===== config.mk =====
export PLATFORM = sky130hd
export DESIGN_NAME = gzip_stored_deframer_flat
export DESIGN_NICKNAME = d
export VERILOG_FILES = /design/src/rtl/gzs_pkg.sv /design/src/rtl/gzs_if.sv /design/src/rtl/gzip_stored_deframer.sv /design/src/flat_wrapper.sv
export SDC_FILE = /design/constraint.sdc
export NUM_CORES = 1
export LEC_CHECK = 0
export BUFFER_PORTS_ARGS = -buffer_cell sky130_fd_sc_hd__buf_2
export CAP_MARGIN = 25
export CORE_UTILIZATION = 38
export CTS_CLUSTER_SIZE = 8
export DETAILED_ROUTE_END_ITERATION = 10
export SLEW_MARGIN = 0
export SYNTH_ARGS = -nofsm -noshare
export SYNTH_HDL_FRONTEND = slang
export SYNTH_SLANG_ARGS = --single-unit

===== constraint.sdc =====
create_clock -name i_clk -period 11 [get_ports i_clk]
set_input_delay 1.1 -clock i_clk [delete_from_list [all_inputs] [get_ports i_clk]]
set_output_delay 1.1 -clock i_clk [all_outputs]
set_load 0.005 [all_outputs]

===== src/rtl/gzs_pkg.sv =====
`timescale 1ns / 1ps

package gzs_pkg;

    // file length register and byte position width
    localparam int unsigned LEN_BITS = 32;
    localparam int unsigned CMP_BITS = LEN_BITS + 2;

    // output queue
    localparam int unsigned FIFO_DEPTH = 4;
    localparam int unsigned FIFO_AW    = $clog2(FIFO_DEPTH);
    localparam int unsigned FIFO_CW    = $clog2(FIFO_DEPTH + 1);

    localparam logic [7:0] MAGIC_0   = 8'h1f;
    localparam logic [7:0] MAGIC_1   = 8'h8b;
    localparam logic [7:0] METHOD_DF = 8'd8;
    localparam int unsigned MIN_FILE_LEN = 18;
    localparam int unsigned BLK_MARGIN   = 13;

    // parse phases
    localparam logic [3:0] PH_MAGIC   = 4'd0;
    localparam logic [3:0] PH_FLAGS   = 4'd1;
    localparam logic [3:0] PH_FIXED   = 4'd2;
    localparam logic [3:0] PH_XLEN_LO = 4'd3;
    localparam logic [3:0] PH_XLEN_HI = 4'd4;
    localparam logic [3:0] PH_EXTRA   = 4'd5;
    localparam logic [3:0] PH_NAME    = 4'd6;
    localparam logic [3:0] PH_COMMENT = 4'd7;
    localparam logic [3:0] PH_HCRC    = 4'd8;
    localparam logic [3:0] PH_BLOCK   = 4'd9;
    localparam logic [3:0] PH_LEN_LO  = 4'd10;
    localparam logic [3:0] PH_LEN_HI  = 4'd11;
    localparam logic [3:0] PH_NLEN    = 4'd12;
    localparam logic [3:0] PH_PAYLOAD = 4'd13;
    localparam logic [3:0] PH_DONE    = 4'd14;

    // status codes
    localparam logic [1:0] ST_OK          = 2'd0;
    localparam logic [1:0] ST_NOT_GZIP    = 2'd1;
    localparam logic [1:0] ST_UNSUPPORTED = 2'd2;
    localparam logic [1:0] ST_TRUNCATED   = 2'd3;

    // item kinds
    localparam logic KIND_PAYLOAD = 1'b0;
    localparam logic KIND_STATUS  = 1'b1;

    // option bits: [0] header crc, [1] extra, [2] name, [3] comment
    localparam int unsigned OPT_HCRC    = 0;
    localparam int unsigned OPT_EXTRA   = 1;
    localparam int unsigned OPT_NAME    = 2;
    localparam int unsigned OPT_COMMENT = 3;

    typedef struct packed {
        logic       item_kind;
        logic [7:0] payload_byte;
        logic [1:0] status;
    } t_out_word;

    typedef struct packed {
        logic [3:0] phase;
        logic [3:0] opt;
        logic       load_skip2;
    } t_hdr_next;

endpackage


===== src/rtl/gzs_if.sv =====
`timescale 1ns / 1ps

interface gzs_in_if;
    logic       valid;
    logic       ready;
    logic [7:0] data_byte;

    modport source (output valid, output data_byte, input ready);
    modport sink   (input valid, input data_byte, output ready);
endinterface

interface gzs_out_if;
    logic       valid;
    logic       ready;
    logic       item_kind;
    logic [7:0] payload_byte;
    logic [1:0] status;

    modport source (output valid, output item_kind, output payload_byte, output status,
                    input ready);
    modport sink   (input valid, input item_kind, input payload_byte, input status,
                    output ready);
endinterface


===== src/rtl/gzip_stored_deframer.sv =====
// Channel   Dir  Word                                  Handshake
// i_in      in   data_byte[7:0]                        valid/ready
// o_out     out  item_kind, payload_byte[7:0],         valid/ready
//                status[1:0]
// i_cfg_*   in   stream_length[31:0]                   write enable, no wait
//
// One byte per clock: each byte is parsed in the cycle it is taken, against
// the parse registers, and its result words go into a 4-word output queue.
// A byte yields at most two words (payload + end-of-file status); the input
// is ready whenever the queue has two free slots, so the rate is set by the
// queue drain of one word per cycle. i_rst_n is synchronous, active low, and
// clears the parser, the queue and sets stream_length to 18.
`timescale 1ns / 1ps

module gzip_stored_deframer
    import gzs_pkg::*;
(
    input  logic                i_clk,
    input  logic                i_rst_n,
    input  logic                i_cfg_wr_en,
    input  logic [LEN_BITS-1:0] i_cfg_wr_data,
    gzs_in_if.sink              i_in,
    gzs_out_if.source           o_out
);

    // ------------------------------------------------------------------
    // parser state
    // ------------------------------------------------------------------
    logic [LEN_BITS-1:0] r_len, r_pos, n_pos;
    logic [3:0]          r_phase, n_phase;
    logic [3:0]          r_opt, n_opt;
    logic [16:0]         r_skip, n_skip;
    logic [7:0]          r_xlo, n_xlo;
    logic [15:0]         r_bbl, n_bbl;
    logic                r_final, n_final;
    logic [1:0]          r_err, n_err;

    // output queue
    t_out_word           r_mem [FIFO_DEPTH];
    logic [FIFO_AW-1:0]  r_wr_ptr, r_rd_ptr;
    logic [FIFO_CW-1:0]  r_count;

    logic                take, pop;
    logic                push_pay, push_stat;
    logic [7:0]          b;
    logic                at_end;
    logic                blk_late;
    logic                len_past;
    logic [15:0]         len_full;
    logic [16:0]         skip_dec;
    logic [7:0]          magic_want;

    // Header option sequencing: extra, name, comment, then header CRC.
    function automatic t_hdr_next hdr_next(input logic [3:0] opt);
        t_hdr_next r;
        r.opt        = opt;
        r.load_skip2 = 1'b0;
        if (opt[OPT_EXTRA]) begin
            r.opt[OPT_EXTRA] = 1'b0;
            r.phase          = PH_XLEN_LO;
        end else if (opt[OPT_NAME]) begin
            r.opt[OPT_NAME] = 1'b0;
            r.phase         = PH_NAME;
        end else if (opt[OPT_COMMENT]) begin
            r.opt[OPT_COMMENT] = 1'b0;
            r.phase            = PH_COMMENT;
        end else if (opt[OPT_HCRC]) begin
            r.opt[OPT_HCRC] = 1'b0;
            r.load_skip2    = 1'b1;
            r.phase         = PH_HCRC;
        end else begin
            r.phase = PH_BLOCK;
        end
        return r;
    endfunction

    assign i_in.ready = (r_count <= FIFO_CW'(FIFO_DEPTH - 2));
    assign take       = i_in.valid & i_in.ready;
    assign pop        = o_out.valid & o_out.ready;
    assign b          = i_in.data_byte;

    // end of file: this byte is the last one (or the length was lowered)
    assign at_end   = (CMP_BITS'(r_pos) + CMP_BITS'(1)) >= CMP_BITS'(r_len);
    // a block header needs at least 13 bytes left from it
    assign blk_late = (CMP_BITS'(r_pos) + CMP_BITS'(BLK_MARGIN)) > CMP_BITS'(r_len);
    assign len_full = {b, r_bbl[7:0]};
    // LEN high byte, NLEN (2) and the payload must fit in the file
    assign len_past = (CMP_BITS'(r_pos) + CMP_BITS'(3) + CMP_BITS'(len_full))
                      > CMP_BITS'(r_len);
    assign skip_dec = (r_skip != '0) ? (r_skip - 17'd1) : r_skip;

    always_comb begin
        if (r_pos == '0) begin
            magic_want = MAGIC_0;
        end else if (r_pos == LEN_BITS'(1)) begin
            magic_want = MAGIC_1;
        end else begin
            magic_want = METHOD_DF;
        end
    end

    always_comb begin
        t_hdr_next hn;
        hn        = hdr_next(r_opt);
        n_phase   = r_phase;
        n_opt     = r_opt;
        n_skip    = r_skip;
        n_xlo     = r_xlo;
        n_bbl     = r_bbl;
        n_final   = r_final;
        n_err     = r_err;
        push_pay  = 1'b0;

        unique case (r_phase)
            PH_MAGIC: begin
                if ((r_pos == '0 && r_len < LEN_BITS'(MIN_FILE_LEN)) || b != magic_want) begin
                    n_err   = ST_NOT_GZIP;
                    n_phase = PH_DONE;
                end else if (r_pos >= LEN_BITS'(2)) begin
                    n_phase = PH_FLAGS;
                end
            end
            PH_FLAGS: begin
                n_opt   = b[4:1];
                n_skip  = 17'd6;
                n_phase = PH_FIXED;
            end
            PH_FIXED, PH_EXTRA, PH_HCRC: begin
                n_skip = skip_dec;
                if (skip_dec == '0) begin
                    if (r_phase == PH_HCRC) begin
                        n_phase = PH_BLOCK;
                    end else begin
                        n_phase = hn.phase;
                        n_opt   = hn.opt;
                        if (hn.load_skip2) begin
                            n_skip = 17'd2;
                        end
                    end
                end
            end
            PH_XLEN_LO: begin
                n_xlo   = b;
                n_phase = PH_XLEN_HI;
            end
            PH_XLEN_HI: begin
                // high byte taken as unsigned
                n_skip = {1'b0, b, r_xlo};
                if ({b, r_xlo} == 16'd0) begin
                    n_phase = hn.phase;
                    n_opt   = hn.opt;
                    if (hn.load_skip2) begin
                        n_skip = 17'd2;
                    end
                end else begin
                    n_phase = PH_EXTRA;
                end
            end
            PH_NAME, PH_COMMENT: begin
                if (b == 8'd0) begin
                    n_phase = hn.phase;
                    n_opt   = hn.opt;
                    if (hn.load_skip2) begin
                        n_skip = 17'd2;
                    end
                end
            end
            PH_BLOCK: begin
                if (blk_late) begin
                    n_phase = PH_DONE;
                end else if (b[2:1] != 2'd0) begin
                    n_err   = ST_UNSUPPORTED;
                    n_phase = PH_DONE;
                end else begin
                    n_final = b[0];
                    n_phase = PH_LEN_LO;
                end
            end
            PH_LEN_LO: begin
                n_bbl   = {8'd0, b};
                n_phase = PH_LEN_HI;
            end
            PH_LEN_HI: begin
                n_bbl = len_full;
                if (len_past) begin
                    n_err   = ST_TRUNCATED;
                    n_phase = PH_DONE;
                end else begin
                    n_skip  = 17'd2;
                    n_phase = PH_NLEN;
                end
            end
            PH_NLEN: begin
                n_skip = skip_dec;
                if (skip_dec == '0) begin
                    if (r_bbl != '0) begin
                        n_phase = PH_PAYLOAD;
                    end else begin
                        n_phase = r_final ? PH_DONE : PH_BLOCK;
                    end
                end
            end
            PH_PAYLOAD: begin
                push_pay = 1'b1;
                if (r_bbl != '0) begin
                    n_bbl = r_bbl - 16'd1;
                end
                if (r_bbl <= 16'd1) begin
                    n_phase = r_final ? PH_DONE : PH_BLOCK;
                end
            end
            default: begin
                // done: bytes absorbed
            end
        endcase

        push_stat = at_end;
        n_pos     = r_pos + LEN_BITS'(1);
    end

    always_ff @(posedge i_clk) begin
        if (!i_rst_n) begin
            r_len <= LEN_BITS'(MIN_FILE_LEN);
        end else if (i_cfg_wr_en) begin
            r_len <= i_cfg_wr_data;
        end
    end

    always_ff @(posedge i_clk) begin
        if (!i_rst_n || (take && at_end)) begin
            r_pos   <= '0;
            r_phase <= PH_MAGIC;
            r_opt   <= '0;
            r_skip  <= '0;
            r_xlo   <= '0;
            r_bbl   <= '0;
            r_final <= 1'b0;
            r_err   <= ST_OK;
        end else if (take) begin
            r_pos   <= n_pos;
            r_phase <= n_phase;
            r_opt   <= n_opt;
            r_skip  <= n_skip;
            r_xlo   <= n_xlo;
            r_bbl   <= n_bbl;
            r_final <= n_final;
            r_err   <= n_err;
        end
    end

    // ------------------------------------------------------------------
    // output queue: up to two words in, one word out per cycle
    // ------------------------------------------------------------------
    t_out_word pay_word, stat_word;
    logic [1:0] push_cnt;

    assign pay_word  = '{item_kind: KIND_PAYLOAD, payload_byte: b, status: ST_OK};
    assign stat_word = '{item_kind: KIND_STATUS, payload_byte: 8'd0, status: n_err};
    assign push_cnt  = take ? ({1'b0, push_pay} + {1'b0, push_stat}) : 2'd0;

    always_ff @(posedge i_clk) begin
        if (take) begin
            if (push_pay) begin
                r_mem[r_wr_ptr] <= pay_word;
                if (push_stat) begin
                    r_mem[r_wr_ptr + FIFO_AW'(1)] <= stat_word;
                end
            end else if (push_stat) begin
                r_mem[r_wr_ptr] <= stat_word;
            end
        end
    end

    always_ff @(posedge i_clk) begin
        if (!i_rst_n) begin
            r_wr_ptr <= '0;
            r_rd_ptr <= '0;
            r_count  <= '0;
        end else begin
            r_wr_ptr <= r_wr_ptr + FIFO_AW'(push_cnt);
            if (pop) begin
                r_rd_ptr <= r_rd_ptr + FIFO_AW'(1);
            end
            r_count <= r_count + FIFO_CW'(push_cnt) - FIFO_CW'(pop);
        end
    end

    assign o_out.valid        = (r_count != '0);
    assign o_out.item_kind    = r_mem[r_rd_ptr].item_kind;
    assign o_out.payload_byte = r_mem[r_rd_ptr].payload_byte;
    assign o_out.status       = r_mem[r_rd_ptr].status;

    // ------------------------------------------------------------------
    // assertions
    // ------------------------------------------------------------------
    a_queue_bound: assert property (@(posedge i_clk) disable iff (!i_rst_n)
        r_count <= FIFO_CW'(FIFO_DEPTH))
        else $error("output queue overflow");

    a_eof_clears: assert property (@(posedge i_clk) disable iff (!i_rst_n)
        (take && at_end) |=> (r_pos == '0 && r_phase == PH_MAGIC && r_err == ST_OK))
        else $error("parser not cleared after end of file");

    a_payload_left: assert property (@(posedge i_clk) disable iff (!i_rst_n)
        (r_phase == PH_PAYLOAD) |-> (r_bbl != '0))
        else $error("payload phase with no bytes left");

    a_payload_ok: assert property (@(posedge i_clk) disable iff (!i_rst_n)
        (o_out.valid && o_out.item_kind == KIND_PAYLOAD) |-> (o_out.status == ST_OK))
        else $error("payload word carries a status");

endmodule

===== src/flat_wrapper.sv =====
// flat-port wrapper written by rule: the top's interface ports become plain ports
module gzip_stored_deframer_flat import gzs_pkg::*;
  (i_clk, i_rst_n, i_cfg_wr_en, i_cfg_wr_data, i_in_valid, i_in_data_byte, i_in_ready, o_out_valid, o_out_item_kind, o_out_payload_byte, o_out_status, o_out_ready);
  gzs_in_if i_in_i ();
  gzs_out_if o_out_i ();
  input  logic i_clk;
  input  logic i_rst_n;
  input  logic i_cfg_wr_en;
  input  logic [LEN_BITS-1:0] i_cfg_wr_data;
  input wire logic [$bits(i_in_i.valid)-1:0] i_in_valid;
  input wire logic [$bits(i_in_i.data_byte)-1:0] i_in_data_byte;
  output wire logic [$bits(i_in_i.ready)-1:0] i_in_ready;
  output wire logic [$bits(o_out_i.valid)-1:0] o_out_valid;
  output wire logic [$bits(o_out_i.item_kind)-1:0] o_out_item_kind;
  output wire logic [$bits(o_out_i.payload_byte)-1:0] o_out_payload_byte;
  output wire logic [$bits(o_out_i.status)-1:0] o_out_status;
  input wire logic [$bits(o_out_i.ready)-1:0] o_out_ready;
  assign i_in_i.valid = i_in_valid;
  assign i_in_i.data_byte = i_in_data_byte;
  assign i_in_ready = i_in_i.ready;
  assign o_out_valid = o_out_i.valid;
  assign o_out_item_kind = o_out_i.item_kind;
  assign o_out_payload_byte = o_out_i.payload_byte;
  assign o_out_status = o_out_i.status;
  assign o_out_i.ready = o_out_ready;
  gzip_stored_deframer u_core (.i_clk(i_clk), .i_rst_n(i_rst_n), .i_cfg_wr_en(i_cfg_wr_en), .i_cfg_wr_data(i_cfg_wr_data), .i_in(i_in_i), .o_out(o_out_i));
endmodule

# Yosys cells after proc, flatten, opt, wreduce, memory -nomap -nowiden
# Memory sizes are Yosys's and may differ from the RTL's. A register that Yosys moved wholly into a read port is not among the register bits.
# Cells that the tools add are included.
# classes
muxes	63
addsub	13
eq_ne	25
n_bitwise	6
magnitude_cmp	7
reduce_logical	28
# ops
cell	count
$mux 17	8
$pmux 17 s6	1
$gt 34x32->1	2
$mux 4	17
$pmux 16 s3	1
$pmux 4 s11	1
$add 34x16->34	1
$ge 34x32->1	1
$add 32x1->33 const B	1
$add 32x2->33 const B	1
$add 32x4->33 const B	1
$add 32x1->32 const B	1
$eq 32x1->1 const B	1
$ge 32x2->1 const B	1
$logic_not 32->1	1
$lt 32x5->1 const B	1
$mux 16	2
$eq 4x4->1 const B	6
$mux 2	12
$logic_not 17->1	1
$reduce_bool 17->1	1
$sub 17x1->17 const B	1
$eq 4x3->1 const B	4
$le 16x1->1 const B	1
42 further kinds	74
# totals
mem_count	1
ram_bits	44
input_bits	45
regBits	123
# memory_table
memory	words	word_bits	rd	rd_ports_with_merged_regs	write_ports	line_no	rtl
u_core.r_mem	4	11	1	1	2	gzip_stored_deframer.sv:39	t_out_word r_mem [FIFO_DEPTH];

# Logic depth before layout (Yosys ltp)
# depth
depth_word	8
mapped_depth	30
depth_no_buf	27

# Worst setup path after synthesis
# Ideal clock, no wire load.
# synth_timing
path_type	reg-to-reg
startpoint	reg u_core.r_pos[0]
endpoint	reg u_core.r_skip[16]
path_slack_ps	5262
setup_time_ps	115
t_arrival_ps	5623
path_stages_with_launch	29
synth_period_minus_slack_ps	5738
path_cell_list	dfxtp_1 clkbuf_2 inv_1 ha_1 nand3b_1 or2_2 clkbuf_1 nor2_1 xor2_1 ha_1 nand2_1 o31ai_1 nand3_1 a21boi_0 nand2_1 nor3_1 xnor2_1 ha_1 and4_1 nand3b_1 nand3b_1 o41a_1 o41ai_1 nand2_1 o2bb2ai_2 nor2_1 nor2_4 buf_6 o21a_1
# synth_via
elab_chain_cells	5
word_cells_on_any_way	9
# synth_rtl
element	line_no	rtl
from (decl)	gzip_stored_deframer.sv:29	logic [LEN_BITS-1:0] r_len, r_pos, n_pos;
from (signal assigned)	gzip_stored_deframer.sv:240	r_pos <= n_pos;
$add 32x2->33	gzip_stored_deframer.sv:88	assign len_past = (CMP_BITS'(r_pos) + CMP_BITS'(3) + CMP_BITS'(len_full))
$add 34x16->34	gzip_stored_deframer.sv:88	
$gt 34x32->1	gzip_stored_deframer.sv:89	> CMP_BITS'(r_len);
$ne 2x2->1 (no line)	n/a	
$reduce_and 5->1 (no line)	n/a	
to (signal assigned)	gzip_stored_deframer.sv:243	r_skip <= n_skip;
to (decl)	gzip_stored_deframer.sv:32	logic [16:0] r_skip, n_skip;
# Parallel ways exist; a longest one is shown, timed or not.
# A chain may end at the register's enable or synchronous reset.

==> flow_metrics.env <==
export IMPL_synth_warnings=0
export IMPL_cts_max_path_buffers=2
export IMPL_synth_edf_count=8
export IMPL_r2r_slack_ns=4.20
export IMPL_min_period_ns=6.80
export IMPL_critical_path_depth=25
export IMPL_final_antenna_net_count=0
export IMPL_final_instance_count_excl_fill=2198
export IMPL_synthDistinctLibCells=76
export IMPL_drtPass1Iterations=7
export IMPL_wirelength_um=42600
export IMPL_synth_nets=1906
export IMPL_r2r_cells=25
export IMPL_fin_skew_ns=0.0143
export IMPL_max_stage_delay_ns=0.55
export IMPL_dp_cells=2162
export IMPL_io_buffer_count=57
export IMPL_num_vias=12614
export IMPL_power_density_nw_per_um2=151
export IMPL_drc=0
export IMPL_grt_max_degree=43
export IMPL_post_dp_hpwl_um=32000
export IMPL_path_class="flop to flop"
export IMPL_syn_avg_cell_area_um2=7.82
export IMPL_timing_fmax_mhz=147
export IMPL_dpl_cell_area_um2=14100
export IMPL_final_setup_viol_count=0
export IMPL_die_area_um2=36400
export IMPL_slowest_stage="dfxtp_1"
export IMPL_path_buf_inv=1
export IMPL_track_usage_pct=23.7
export IMPL_synth_top_area_share_pct=23.8
export IMPL_drive_gt1_share_pct=8.26
export IMPL_clkLatencyLatePin_ns=0.45
export IMPL_hold_end="u_core.r_mem[2][10]"
export IMPL_timing_rr_start="u_core.r_pos[0]"
export IMPL_hp_start="u_core.r_mem[2][10]"
export IMPL_max_cap_violations=0
export IMPL_postCtsHoldBufs=0
export IMPL_ys_seq_area_share_pct=25.5
export IMPL_fin_nets=1903
export IMPL_rows=68
export IMPL_p_leak_nw=6.12
export IMPL_tritoncts="yes"
export IMPL_min_path_cells=2
export IMPL_drtIter0Drc=979
export IMPL_regToRegEndpoint="u_core.r_mem[3][1]"
export IMPL_cts_resized=0
export IMPL_crit_fanout=15
export IMPL_tns_ns=0
export IMPL_dieHeight_um=191
export IMPL_clkTransAtPathRegs_ns=0.08
export IMPL_final_area_um2=14800
export IMPL_grt_pass1_vias=12066
export IMPL_crit_path_start_kind="flop"
export IMPL_ir_drop_mv=0.102
export IMPL_antenna_cells=0
export IMPL_synth_area_um2=13600
export IMPL_syn_inst=1733
export IMPL_syn_to_final_growth_pct=8.94
export IMPL_crit_required_ns=11.19
export IMPL_period_share_pct=61.8
export IMPL_grt_antenna_before_repair=0
export IMPL_hold_violations=0
export IMPL_start_util_pct=39.0
export IMPL_grt_overflow=0
export IMPL_io_pins=58
export IMPL_synthArstFlopShare_pct=0
export IMPL_min_path_type="flop to flop"
export IMPL_arrival_ns=6.99
export IMPL_chipWidth_um=191
export IMPL_post_drt_wl_per_cell_um=19.4
export IMPL_post_cts_setup_buffers=0
export IMPL_slew_limit_headroom_pct=36.5
export IMPL_endpoint_kind="flop"
export IMPL_final_cell_mix="nor2_1 (230), nand2_1 (163), dfxtp_1 (161)"
export IMPL_vias_per_cell=5.74
export IMPL_numCtsBuffers=17
export IMPL_yosys_top_cells_area="dfxtp_1 (24%), ha_1 (12%), nor2_1 (6.4%)"
export IMPL_worstMarginPinSlew_ns=0.944
export IMPL_total_power_mw=2.23
export IMPL_ys_flop_type="dfxtp_1"
export IMPL_core_um2=34800
export IMPL_rsz0062_at_grt="no"
export IMPL_drv_slew=0
export IMPL_crit_family="simple AND/OR/NAND/NOR gates"
export IMPL_synth_seq_cells=169
export IMPL_final_common_cell="nor2_1"
export IMPL_grt_first_pass_wirelength_um=66900
export IMPL_place_gp_congestion=1.01
export IMPL_status="finished clean"
export IMPL_cts_root_buf="clkbuf_16"
export IMPL_h_tree_depth=4
export IMPL_synth_top_area_cell="dfxtp_1"
export IMPL_clkSinkCount=169
==> logic make-up (layout without fill, tap and decap cells) <==
kind of cell / Yosys count / count (layout) / share of synthesized area, %
simple gates: 727 / 727 / 26.4
compound gates: 330 / 330 / 15.3
flops: 169 / 169 / 25.5
buf+inv: 159 / 169 / 4.97
xor+xnor: 149 / 149 / 9.63
fa+ha+maj: 128 / 128 / 11.9
mux: 71 / 71 / 6.26
==> final cells by class <==
type	count	area, um^2
Clock buffer	17	425
Sequential cell	169	3460
Fill cell	3625	20000
Multi-Input combinational cell	1405	9450
Tap cell	455	569
Timing Repair Buffer	74	430
Inverter	63	236
Clock inverter	15	195
==> Yosys cell counts (all sizes together), types with 6 or more instances <==
cell type  instances
or4               16
and2              36
inv               62
or2                9
o2bb2ai            9
nor3b              6
nor4              34
nand4             33
o21ai             69
a221oi             6
ha               126
mux2i             60
or3               14
nor3              54
a22oi             14
a21oi            127
nand2            164
nor2             232
edfxtp             8
a211oi            15
o211ai            13
dfxtp            161
nor2b             45
buf               30
mux4              11
o31ai             12
and3               6
nand2b            17
clkbuf            66
a21o              22
nand3b             6
xor2              60
nand3             40
xnor2             89
and4              10
==> metrics by stage <==
step	worst slack (ns)	hold WS, ns	utilization [%]
2_1_floorplan	5.26	0.418	-
3_3_place_gp	4.56	0.431	40.4
3_5_place_dp	4.38	0.437	40.6
4_1_cts	4.33	0.450	42.4
5_1_grt	3.74	0.470	42.4
6_report	4.20	0.445	42.4
==> sequential cells by signal, indices dropped and copies added, names as in the netlist, named ones only <==
register         count
u_core.r_err         2
u_core.r_xlo         8
u_core.r_len        32
u_core.r_pos        32
u_core.r_phase       4
u_core.r_wr_ptr      2
u_core.r_mem        44
u_core.r_count       3
u_core.r_rd_ptr      2
u_core.r_opt         4
u_core.r_bbl        16
u_core.r_final       1
u_core.r_skip       17
==> worst min-delay path: stages (launching register included) <==
cell,delay [ns]
dfxtp_1,0.31
nand2_1,0.05
nand2_1,0.04
==> where the power goes <==
part	switching [mW]	total [mW]	leakage [nW]	internal [mW]
clock network	0.329	0.642	0.297	0.312
registers	0.0844	0.747	1.38	0.662
logic	0.520	0.841	4.44	0.320
==> worst max-delay path by stage <==
stage | start | to | slack [ns]
after floorplan | u_core.r_pos[0] | u_core.r_skip[16] | 5.26
after global placement | u_core.r_pos[0] | u_core.r_mem[1][1] | 4.56
after detailed placement | u_core.r_pos[0] | u_core.r_mem[1][1] | 4.38
after CTS | u_core.r_pos[0] | u_core.r_mem[3][1] | 4.33
after global routing | u_core.r_pos[0] | u_core.r_mem[2][1] | 3.74
final | u_core.r_pos[0] | u_core.r_mem[3][1] | 4.20
==> per-layer routing <==
layer  vias up  GRT usage [%]  share of wire (%)
met5         -              0                  0
met4         0           11.8                4.1
met3       100           3.42                6.2
met2       441           40.1                 48
met1      5933           29.3                 42
li1       6140              -                  -
Note: power is estimated with default switching activity, not from simulation.
